===== config.mk =====
export PLATFORM = sky130hd
export DESIGN_NAME = packet_buffer_dedup_range_count_flat
export DESIGN_NICKNAME = d
export VERILOG_FILES = /design/src/sv/pbdrc_pkg.sv /design/src/sv/pbdrc_stream_if.sv /design/src/sv/pbdrc_ctrl.sv /design/src/sv/pbdrc_datapath.sv /design/src/sv/packet_buffer_dedup_range_count.sv /design/src/flat_wrapper.sv
export SDC_FILE = /design/constraint.sdc
export NUM_CORES = 1
export LEC_CHECK = 0
export BUFFER_PORTS_ARGS = -buffer_cell sky130_fd_sc_hd__buf_2
export CAP_MARGIN = 0
export CORE_MARGIN = 5
export CORE_UTILIZATION = 56
export CTS_CLUSTER_DIAMETER = 100
export CTS_CLUSTER_SIZE = 25
export DETAILED_ROUTE_END_ITERATION = 16
export HOLD_SLACK_MARGIN = 0.1
export PLACE_DENSITY_LB_ADDON = 0.08
export RECOVER_POWER = 25
export SLEW_MARGIN = 0
export SYNTH_ARGS = -nofsm -noshare
export SYNTH_HDL_FRONTEND = slang
export SYNTH_SLANG_ARGS = --single-unit

===== constraint.sdc =====
create_clock -name clk -period 1.9 [get_ports clk]
set_input_delay 0.19 -clock clk [delete_from_list [all_inputs] [get_ports clk]]
set_output_delay 0.19 -clock clk [all_outputs]
set_load 0.005 [all_outputs]

===== src/sv/pbdrc_pkg.sv =====
package pbdrc_pkg;

	localparam logic [1:0] OP_ADD     = 2'd0;
	localparam logic [1:0] OP_FORWARD = 2'd1;
	localparam logic [1:0] OP_COUNT   = 2'd2;

	localparam logic [6:0] LIMIT_RESET = 7'd64;
	localparam logic [6:0] CNT_MAX     = 7'd127;

	typedef struct packed {
		logic [1:0]  operation;
		logic [15:0] source;
		logic [15:0] destination;
		logic [31:0] timestamp;
		logic [31:0] start_time;
		logic [31:0] end_time;
	} req_item_t;

	typedef struct packed {
		logic        accepted;
		logic        packet_valid;
		logic [15:0] out_source;
		logic [15:0] out_destination;
		logic [31:0] out_timestamp;
		logic [6:0]  match_count;
	} rsp_item_t;

	typedef struct packed {
		logic [15:0] source;
		logic [15:0] destination;
		logic [31:0] timestamp;
	} entry_t;

	// controller -> datapath
	typedef struct packed {
		logic load;   // capture request transaction
		logic start;  // arm scan, clear match state
		logic issue;  // read one entry
		logic commit; // update pointers, load result register
	} ctrl_cmd_t;

	// datapath -> controller
	typedef struct packed {
		logic [1:0] op;
		logic       occ_zero;
		logic       scan_last;
		logic       out_free;
	} ctrl_status_t;

endpackage


===== src/sv/pbdrc_stream_if.sv =====
interface pbdrc_stream_if #(
	parameter type T = logic
) ();
	logic valid;
	logic ready;
	T     data;

	modport source (output valid, output data, input ready);
	modport sink   (input valid, input data, output ready);
endinterface


===== src/sv/pbdrc_ctrl.sv =====
module pbdrc_ctrl (
	input  logic                    clk,
	input  logic                    arst_n,
	input  logic                    req_valid,
	output logic                    req_ready,
	input  pbdrc_pkg::ctrl_status_t status,
	output pbdrc_pkg::ctrl_cmd_t    cmd
);
	import pbdrc_pkg::*;

	localparam logic [2:0] S_IDLE   = 3'd0;
	localparam logic [2:0] S_START  = 3'd1;
	localparam logic [2:0] S_SCAN   = 3'd2;
	localparam logic [2:0] S_DRAIN  = 3'd3;
	localparam logic [2:0] S_COMMIT = 3'd4;

	logic [2:0] state_q;
	logic [2:0] state_d;
	logic       needs_scan;

	assign req_ready = (state_q == S_IDLE);
	assign needs_scan = !status.occ_zero &&
		(status.op == OP_ADD || status.op == OP_FORWARD || status.op == OP_COUNT);

	always_comb begin
		state_d    = state_q;
		cmd        = '0;
		cmd.load   = req_valid && req_ready;
		cmd.start  = (state_q == S_START);
		cmd.issue  = (state_q == S_SCAN);
		cmd.commit = (state_q == S_COMMIT) && status.out_free;
		case (state_q)
			S_IDLE: begin
				if (req_valid) state_d = S_START;
			end
			S_START: begin
				state_d = needs_scan ? S_SCAN : S_COMMIT;
			end
			S_SCAN: begin
				if (status.scan_last) state_d = S_DRAIN;
			end
			S_DRAIN: begin
				state_d = S_COMMIT;
			end
			S_COMMIT: begin
				if (status.out_free) state_d = S_IDLE;
			end
			default: begin
				state_d = S_IDLE;
			end
		endcase
	end

	always_ff @(posedge clk or negedge arst_n) begin
		if (!arst_n) begin
			state_q <= S_IDLE;
		end else begin
			state_q <= state_d;
		end
	end

endmodule


===== src/sv/pbdrc_datapath.sv =====
module pbdrc_datapath #(
	parameter int DEPTH = 64
) (
	input  logic                    clk,
	input  logic                    arst_n,
	input  logic                    cfg_wr,
	input  logic [6:0]              cfg_data,
	input  pbdrc_pkg::req_item_t    req_data,
	input  pbdrc_pkg::ctrl_cmd_t    cmd,
	output pbdrc_pkg::ctrl_status_t status,
	output logic                    rsp_valid,
	input  logic                    rsp_ready,
	output pbdrc_pkg::rsp_item_t    rsp_data
);
	import pbdrc_pkg::*;

	localparam int AW = $clog2(DEPTH);
	localparam int OW = $clog2(DEPTH + 1);

	function automatic logic [AW-1:0] ptr_next(input logic [AW-1:0] p);
		return (32'(p) == DEPTH - 1) ? '0 : p + AW'(1);
	endfunction

	entry_t     mem [DEPTH];

	logic [6:0]    limit_q;
	req_item_t     req_q;
	logic [AW-1:0] head_q;
	logic [AW-1:0] tail_q;
	logic [OW-1:0] occ_q;
	logic [AW-1:0] scan_ptr_q;
	logic [OW-1:0] remain_q;
	logic          rd_valid_s1;
	entry_t        rd_data_s1;
	logic          dup_q;
	logic [6:0]    cnt_q;
	logic          out_valid_q;
	rsp_item_t     out_q;

	logic [OW-1:0] eff_limit;
	logic          hit_dup;
	logic          hit_cnt;
	logic          do_write;
	logic          do_pop;
	entry_t        new_entry;
	rsp_item_t     out_d;

	always_comb begin
		if (32'(limit_q) > 32'(DEPTH)) eff_limit = OW'(DEPTH);
		else if (limit_q == '0)        eff_limit = OW'(1);
		else                           eff_limit = OW'(limit_q);
	end

	assign hit_dup = rd_data_s1.source == req_q.source &&
		rd_data_s1.destination == req_q.destination &&
		rd_data_s1.timestamp == req_q.timestamp;
	assign hit_cnt = rd_data_s1.destination == req_q.destination &&
		rd_data_s1.timestamp >= req_q.start_time &&
		rd_data_s1.timestamp <= req_q.end_time;

	assign do_write = cmd.commit && req_q.operation == OP_ADD && !dup_q;
	assign do_pop   = cmd.commit && req_q.operation == OP_FORWARD && occ_q != '0;

	assign new_entry.source      = req_q.source;
	assign new_entry.destination = req_q.destination;
	assign new_entry.timestamp   = req_q.timestamp;

	assign status.op        = req_q.operation;
	assign status.occ_zero  = (occ_q == '0);
	assign status.scan_last = (remain_q == OW'(1));
	assign status.out_free  = !out_valid_q || rsp_ready;

	assign rsp_valid = out_valid_q;
	assign rsp_data  = out_q;

	// entry store, one access per cycle
	always_ff @(posedge clk) begin
		if (do_write) mem[tail_q] <= new_entry;
		if (cmd.issue) rd_data_s1 <= mem[scan_ptr_q];
	end

	always_ff @(posedge clk) begin
		if (cmd.load) req_q <= req_data;
	end

	always_ff @(posedge clk or negedge arst_n) begin
		if (!arst_n) begin
			limit_q     <= LIMIT_RESET;
			head_q      <= '0;
			tail_q      <= '0;
			occ_q       <= '0;
			scan_ptr_q  <= '0;
			remain_q    <= '0;
			rd_valid_s1 <= 1'b0;
			dup_q       <= 1'b0;
			cnt_q       <= '0;
			out_valid_q <= 1'b0;
		end else begin
			if (cfg_wr) limit_q <= cfg_data;

			rd_valid_s1 <= cmd.issue;

			if (cmd.start) begin
				scan_ptr_q <= head_q;
				remain_q   <= (req_q.operation == OP_FORWARD) ? OW'(1) : occ_q;
			end else if (cmd.issue) begin
				scan_ptr_q <= ptr_next(scan_ptr_q);
				remain_q   <= remain_q - OW'(1);
			end

			if (cmd.start) begin
				dup_q <= 1'b0;
				cnt_q <= '0;
			end else if (rd_valid_s1) begin
				if (hit_dup) dup_q <= 1'b1;
				if (hit_cnt && cnt_q != CNT_MAX) cnt_q <= cnt_q + 7'd1;
			end

			if (do_write) begin
				tail_q <= ptr_next(tail_q);
				// at the limit the oldest goes out silently, occupancy holds
				if (occ_q >= eff_limit) head_q <= ptr_next(head_q);
				else                    occ_q  <= occ_q + OW'(1);
			end else if (do_pop) begin
				head_q <= ptr_next(head_q);
				occ_q  <= occ_q - OW'(1);
			end

			if (cmd.commit)     out_valid_q <= 1'b1;
			else if (rsp_ready) out_valid_q <= 1'b0;
		end
	end

	always_comb begin
		out_d = '0;
		case (req_q.operation)
			OP_ADD: begin
				out_d.accepted = !dup_q;
			end
			OP_FORWARD: begin
				if (occ_q != '0) begin
					out_d.packet_valid    = 1'b1;
					out_d.out_source      = rd_data_s1.source;
					out_d.out_destination = rd_data_s1.destination;
					out_d.out_timestamp   = rd_data_s1.timestamp;
				end
			end
			OP_COUNT: begin
				out_d.match_count = cnt_q;
			end
			default: begin
				out_d = '0;
			end
		endcase
	end

	always_ff @(posedge clk) begin
		if (cmd.commit) out_q <= out_d;
	end

endmodule


===== src/sv/packet_buffer_dedup_range_count.sv =====
// Bounded FIFO packet buffer with duplicate rejection and a windowed count.
// One transaction on request carries an operation: add (rejected when
// source, destination and timestamp all match a stored packet, otherwise
// stored, dropping the oldest silently once occupancy reaches memory_limit),
// forward (pop oldest, packet_valid=0 when empty) or count (stored packets
// for a destination with start_time <= timestamp <= end_time, saturating at
// 127). Each request gives exactly one transaction on result; unused fields
// read 0, and operation code 3 changes nothing. Items are handled one at a
// time: add and count scan every stored entry, one slot per cycle through
// the entry RAM's single registered read port; forward reads only the
// oldest, and an empty buffer or code 3 skips the scan. A result waiting
// in the output register does not hold off the next request; only its own
// result waits. The user must write memory_limit (reset 64) on cfg only
// while idle; the block does not enforce it. 0 acts as 1, values above
// DEPTH act as DEPTH. Lowering it below occupancy drops nothing at once.
// Entries need no clearing after reset, so the block is ready right away.
module packet_buffer_dedup_range_count #(
	parameter int DEPTH = 64
) (
	input logic         clk,
	input logic         arst_n,
	pbdrc_stream_if.sink   request,
	pbdrc_stream_if.source result,
	pbdrc_stream_if.sink   cfg
);
	import pbdrc_pkg::*;

	ctrl_cmd_t    cmd;
	ctrl_status_t status;
	logic         req_ready;
	logic         rsp_valid;
	rsp_item_t    rsp_data;

	// config must arrive only while idle, the block does not enforce it; always take it
	assign cfg.ready = 1'b1;

	assign request.ready = req_ready;
	assign result.valid  = rsp_valid;
	assign result.data   = rsp_data;

	// sequencer: capture, scan, commit
	pbdrc_ctrl u_ctrl (
		.clk       (clk),
		.arst_n    (arst_n),
		.req_valid (request.valid),
		.req_ready (req_ready),
		.status    (status),
		.cmd       (cmd)
	);

	// entry RAM, pointers, compare/count and result register
	pbdrc_datapath #(
		.DEPTH (DEPTH)
	) u_datapath (
		.clk       (clk),
		.arst_n    (arst_n),
		.cfg_wr    (cfg.valid),
		.cfg_data  (cfg.data),
		.req_data  (request.data),
		.cmd       (cmd),
		.status    (status),
		.rsp_valid (rsp_valid),
		.rsp_ready (result.ready),
		.rsp_data  (rsp_data)
	);

endmodule

===== src/flat_wrapper.sv =====
// flat-port wrapper written by rule: the top's interface ports become plain ports
module packet_buffer_dedup_range_count_flat import pbdrc_pkg::*;
#(
	parameter int DEPTH = 64
)
  (clk, arst_n, request_valid, request_data, request_ready, result_valid, result_data, result_ready, cfg_valid, cfg_data, cfg_ready);
  pbdrc_stream_if request_i ();
  pbdrc_stream_if result_i ();
  pbdrc_stream_if cfg_i ();
  input logic clk;
  input logic arst_n;
  input wire logic [$bits(request_i.valid)-1:0] request_valid;
  input wire logic [$bits(request_i.data)-1:0] request_data;
  output wire logic [$bits(request_i.ready)-1:0] request_ready;
  output wire logic [$bits(result_i.valid)-1:0] result_valid;
  output wire logic [$bits(result_i.data)-1:0] result_data;
  input wire logic [$bits(result_i.ready)-1:0] result_ready;
  input wire logic [$bits(cfg_i.valid)-1:0] cfg_valid;
  input wire logic [$bits(cfg_i.data)-1:0] cfg_data;
  output wire logic [$bits(cfg_i.ready)-1:0] cfg_ready;
  assign request_i.valid = request_valid;
  assign request_i.data = request_data;
  assign request_ready = request_i.ready;
  assign result_valid = result_i.valid;
  assign result_data = result_i.data;
  assign result_i.ready = result_ready;
  assign cfg_i.valid = cfg_valid;
  assign cfg_i.data = cfg_data;
  assign cfg_ready = cfg_i.ready;
  packet_buffer_dedup_range_count #(.DEPTH(DEPTH)) u_core (.clk(clk), .arst_n(arst_n), .request(request_i), .result(result_i), .cfg(cfg_i));
endmodule

==> out/summary.log <==
qor: cts.sinks_on_the_clock_net 21
qor: global_route.antenna_found_initial 0
qor: cts.cts.clk_slew.worst_paths 0.13 ns
qor: setup_path.path_cells or3b_1 -> nor4b_4 -> nand3_1 -> xnor2_1
qor: synthesis.synth_flop_cell sky130_fd_sc_hd__dfrtp_1
qor: synthesis.synth.lib_cells_used.distinct 32
qor: detailed_routing.via_count 820
qor: floorplanning.fp.dieW 54.72 µm
qor: pwr.switchingPower 0.5221 mW
qor: floorplanning.pin_count 11
qor: setup_path.timing.critical_path.max_delay_family simple AND/OR/NAND/NOR gates
qor: setup_path.endpoint_type_of_the_worst_setup_path flip-flop
qor: synthesis.synth_cells 107
qor: timing.finalMaxSlewViolations 0
qor: detailed_routing.drtIter0Drc 16
qor: pwr.share_clk_of_total_power 16.2%
qor: pwr.p_per_area 1112 nW/µm²
qor: pwr.internal_power 0.8598 mW
qor: synthesis.yosys_warning_count 0
qor: detailed_routing.routed_wl 2015 µm
qor: synthesis.synthDominantCellAreaShare 44.69%
qor: floorplanning.die-height 54.72 µm
qor: setup_path.worstPathArrival 2.00 ns
qor: global_route.grt_use_met1 21.44%
qor: cts.worst_skew_pair.late_latency 0.31 ns
qor: global_route.grt_met3_usage 2.452%
qor: pwr.total_chip_power 1.382 mW
qor: synthesis.postSynthRegisterBits 21
qor: cts.cts_buf_count 3
qor: synthesis.synth_nets 120
qor: global_route.grt_pass1_vias 822
qor: timing.setup_total_negative_slack 0 ns
qor: timing.timing.final.setup_violations 0
qor: cts.cts_max_path_buffers 2
qor: timing.setup_ws 0.1154 ns
qor: setup_path.crit_slowest_cell sky130_fd_sc_hd__dfrtp_1
qor: flow_run.cap_viol_max_count 0
qor: floorplanning.floorplan.core_area 1942 µm²
qor: cts.post-cts-setup-buffer-count 0
qor: status.status completed
qor: timing.max_slew_margin 25.78%
qor: cts.clockRootBuffer sky130_fd_sc_hd__clkbuf_4
qor: synthesis.netlist.top_cell.by_area sky130_fd_sc_hd__dfrtp_1
qor: timing.final.setup_skew 0.008104 ns
qor: detailed_routing.drtAntennaViolNets 0
qor: layout.num_antenna_cells 0
qor: setup_path.worstPathRequired 2.11 ns
qor: setup_path.path_max_fanout 8
qor: floorplanning.floorplan.rows 16
qor: layout.post_route_cells_drive_above_1_share 15.25%
qor: detailed_routing.detail_route.drc_violations 0
qor: layout.finish.cell_count_without_fillers 145
qor: place.dp_cells 139
qor: timing.maxClockFrequency 0.5604 GHz
qor: global_route.global_route.usage.total 16.77%
qor: place.count_of_input_and_output_buffers 6
qor: timing.hold_viol_final 0
qor: place.finalWeightedCongestion 0.8844
qor: cts.cts_tree yes
qor: pwr.power_leakage 0.5611 nW
qor: place.dp_worst_slack 0.1011 ns
qor: synthesis.synth_area_leaders sky130_fd_sc_hd__dfrtp_1 45%, sky130_fd_sc_hd__ha_1 6.7%, sky130_fd_sc_hd__xnor2_1 4.7%
qor: setup_path.worstPathBufferInverterCount 0
qor: synthesis.synth_area_per_cell 10.47 µm²
qor: global_route.gr-usage-met2 27.17%
qor: global_route.grt_overflow_total 0
qor: timing.timing.final.crit_period 1.785 ns
qor: layout.syn2layout_area_growth 10.95%
qor: place.detailed_place.area 1184 µm²
qor: synthesis.syn_area 1120 µm²
qor: global_route.grt_pass1_wl 3505 µm
qor: setup_path.critPathLaunchType flip-flop
qor: pwr.netSwitchingFraction 37.78%
qor: global_route.top_usage_layer met2
qor: synthesis.async_flop_share 100.0%
qor: cts.ctsHtreeMaxLevel 1
qor: pwr.power.combinational.fraction 36.1%
qor: layout.layout.cell_area.non_filler 1242 µm²
qor: detailed_routing.first_pass_iters 4
qor: synthesis.post_synth_edffs 0
qor: floorplanning.floorplan.die_area 2994 µm²
qor: setup_path.timing.critical_path.slowest_cell_delay 0.47 ns
qor: pwr.share_seq_of_total_power 47.7%
qor: synthesis.seq_area_frac_synth 47.04%
qor: detailed_routing.routed_wire_length_per_instance 13.90 µm
qor: layout.finalNetCount 132
qor: detailed_routing.vias_per_cell 5.655
qor: pwr.worst_ir_drop_vdd 0.0008468 V
qor: timing.timing.final.crit_share 93.92%
qor: setup_path.critPathKind flip-flop to flip-flop
qor: global_route.grt_start_max_net_pins 22
qor: place.dp_hpwl 1448 µm
qor: timing.worstMarginPinSlew 1.113 ns
qor: hold_path.worstHoldPathType input pin to flip-flop
qor: floorplanning.initial_utilization 57.67%
metal layers:
metal,vias up,share of wire [%]
met1,401,46
met3,5,4.1
li1,395,-
met5,-,0
met2,19,47
met4,0,2.1
worst reg2reg max path: cells and delay by family (launching register included):
family | cells | cell delay [ns]
xor+xnor | 1 | 0.16
flops | 1 | 0.47
simple gates | 3 | 1.07
layout make-up:
type	count	area (µm²)
Sequential cell	21	526.8
Multi-Input combinational cell	75	556.8
Inverter	7	26.28
Clock buffer	3	22.52
Fill cell	168	699.4
Timing Repair Buffer	11	71.32
Tap cell	27	33.78
Clock inverter	1	5.005
cell families (layout without fill, tap and decap cells):
| logic type | count (synthesis) | after routing | synth area share, % |
|---|---|---|---|
| DFF | 21 | 21 | 47.04 |
| AOI/OAI and AO/OA | 18 | 18 | 13.74 |
| xor gates and xnor gates | 7 | 7 | 5.475 |
| adders and majority gates | 6 | 6 | 6.704 |
| and+or+nand+nor | 42 | 42 | 22.01 |
| buffers and inverters | 11 | 22 | 4.358 |
| other | 2 | 2 | 0.6706 |
flip-flops by register name (all words and copies together), names as in the netlist:
| name | cells |
|---|---|
| u_core.u_ctrl.state_q | 3 |
| u_core.u_datapath.rd_valid_s1 | 1 |
| u_core.u_datapath.remain_q | 7 |
| u_core.u_datapath.limit_q | 1 |
| u_core.u_datapath.occ_q | 7 |
| u_core.u_datapath.rsp_valid | 1 |
| u_core.u_datapath.dup_q | 1 |
power groups by stage:
stage          Clock [mW]  Sequential (mW)  Combinational [mW]
2_1_floorplan           0            0.644               0.392
3_3_place_gp            0            0.662               0.481
3_5_place_dp            0            0.669               0.498
4_1_cts             0.232            0.659               0.504
5_1_grt             0.243            0.679               0.586
6_report            0.224            0.659               0.499
final timing paths:
kind	slack, ns	startpoint	cells after the start	end
max in group asynchronous	0.64	arst_n	2	u_core.u_datapath.remain_q[1]
max reg2reg	0.12	u_core.u_ctrl.state_q[1]	4	u_core.u_datapath.occ_q[5]
min reg2reg	0.48	u_core.u_datapath.rd_valid_s1	2	u_core.u_datapath.dup_q
max	0.12	u_core.u_ctrl.state_q[1]	4	u_core.u_datapath.occ_q[5]
min in group asynchronous	0.59	arst_n	2	u_core.u_datapath.occ_q[1]
min	0.12	request_valid	3	u_core.u_ctrl.state_q[0]
through the flow:
| stage | hold WS, ns | utilization (%) |
|---|---|---|
| final | 0.1185 | 63.98 |
| after global routing | 0.1335 | 63.98 |
| after CTS | 0.1127 | 63.40 |
| after detailed placement | 0.1719 | 60.95 |
| after global placement | 0.1671 | 60.95 |
| after floorplan | -0.1056 | - |
synth_stat cells (all sizes together), types with 3 or more instances:
cell type and instances:
nand3 7, a221o 4, o21ai 7, dfrtp 20
or3b 3, nand2b 4, ha 6, inv 7
xnor2 6, nand2 7, nor3 3, nor2 8
placed cells by master (no fill, tap or decap), types with 3 or more instances in the layout:
cell,netlist,layout
sky130_fd_sc_hd__nand2_1,7,7
sky130_fd_sc_hd__a221o_1,4,4
sky130_fd_sc_hd__nor2_1,8,8
sky130_fd_sc_hd__ha_1,6,5
sky130_fd_sc_hd__nor3_1,3,3
sky130_fd_sc_hd__nand2b_1,4,4
sky130_fd_sc_hd__buf_4,2,3
sky130_fd_sc_hd__xnor2_1,6,6
sky130_fd_sc_hd__nand3_1,7,7
sky130_fd_sc_hd__clkbuf_4,0,3
sky130_fd_sc_hd__o21ai_0,7,7
sky130_fd_sc_hd__inv_1,7,7
sky130_fd_sc_hd__dfrtp_1,20,20
sky130_fd_sc_hd__buf_2,0,5
what timing repair did:
action	CTS	global route
setup endpoints to repair	0	2
hold buffers	2	0
resized for setup	0	1
hold endpoints to repair	21	0
Power figures use the tool's default switching activity.
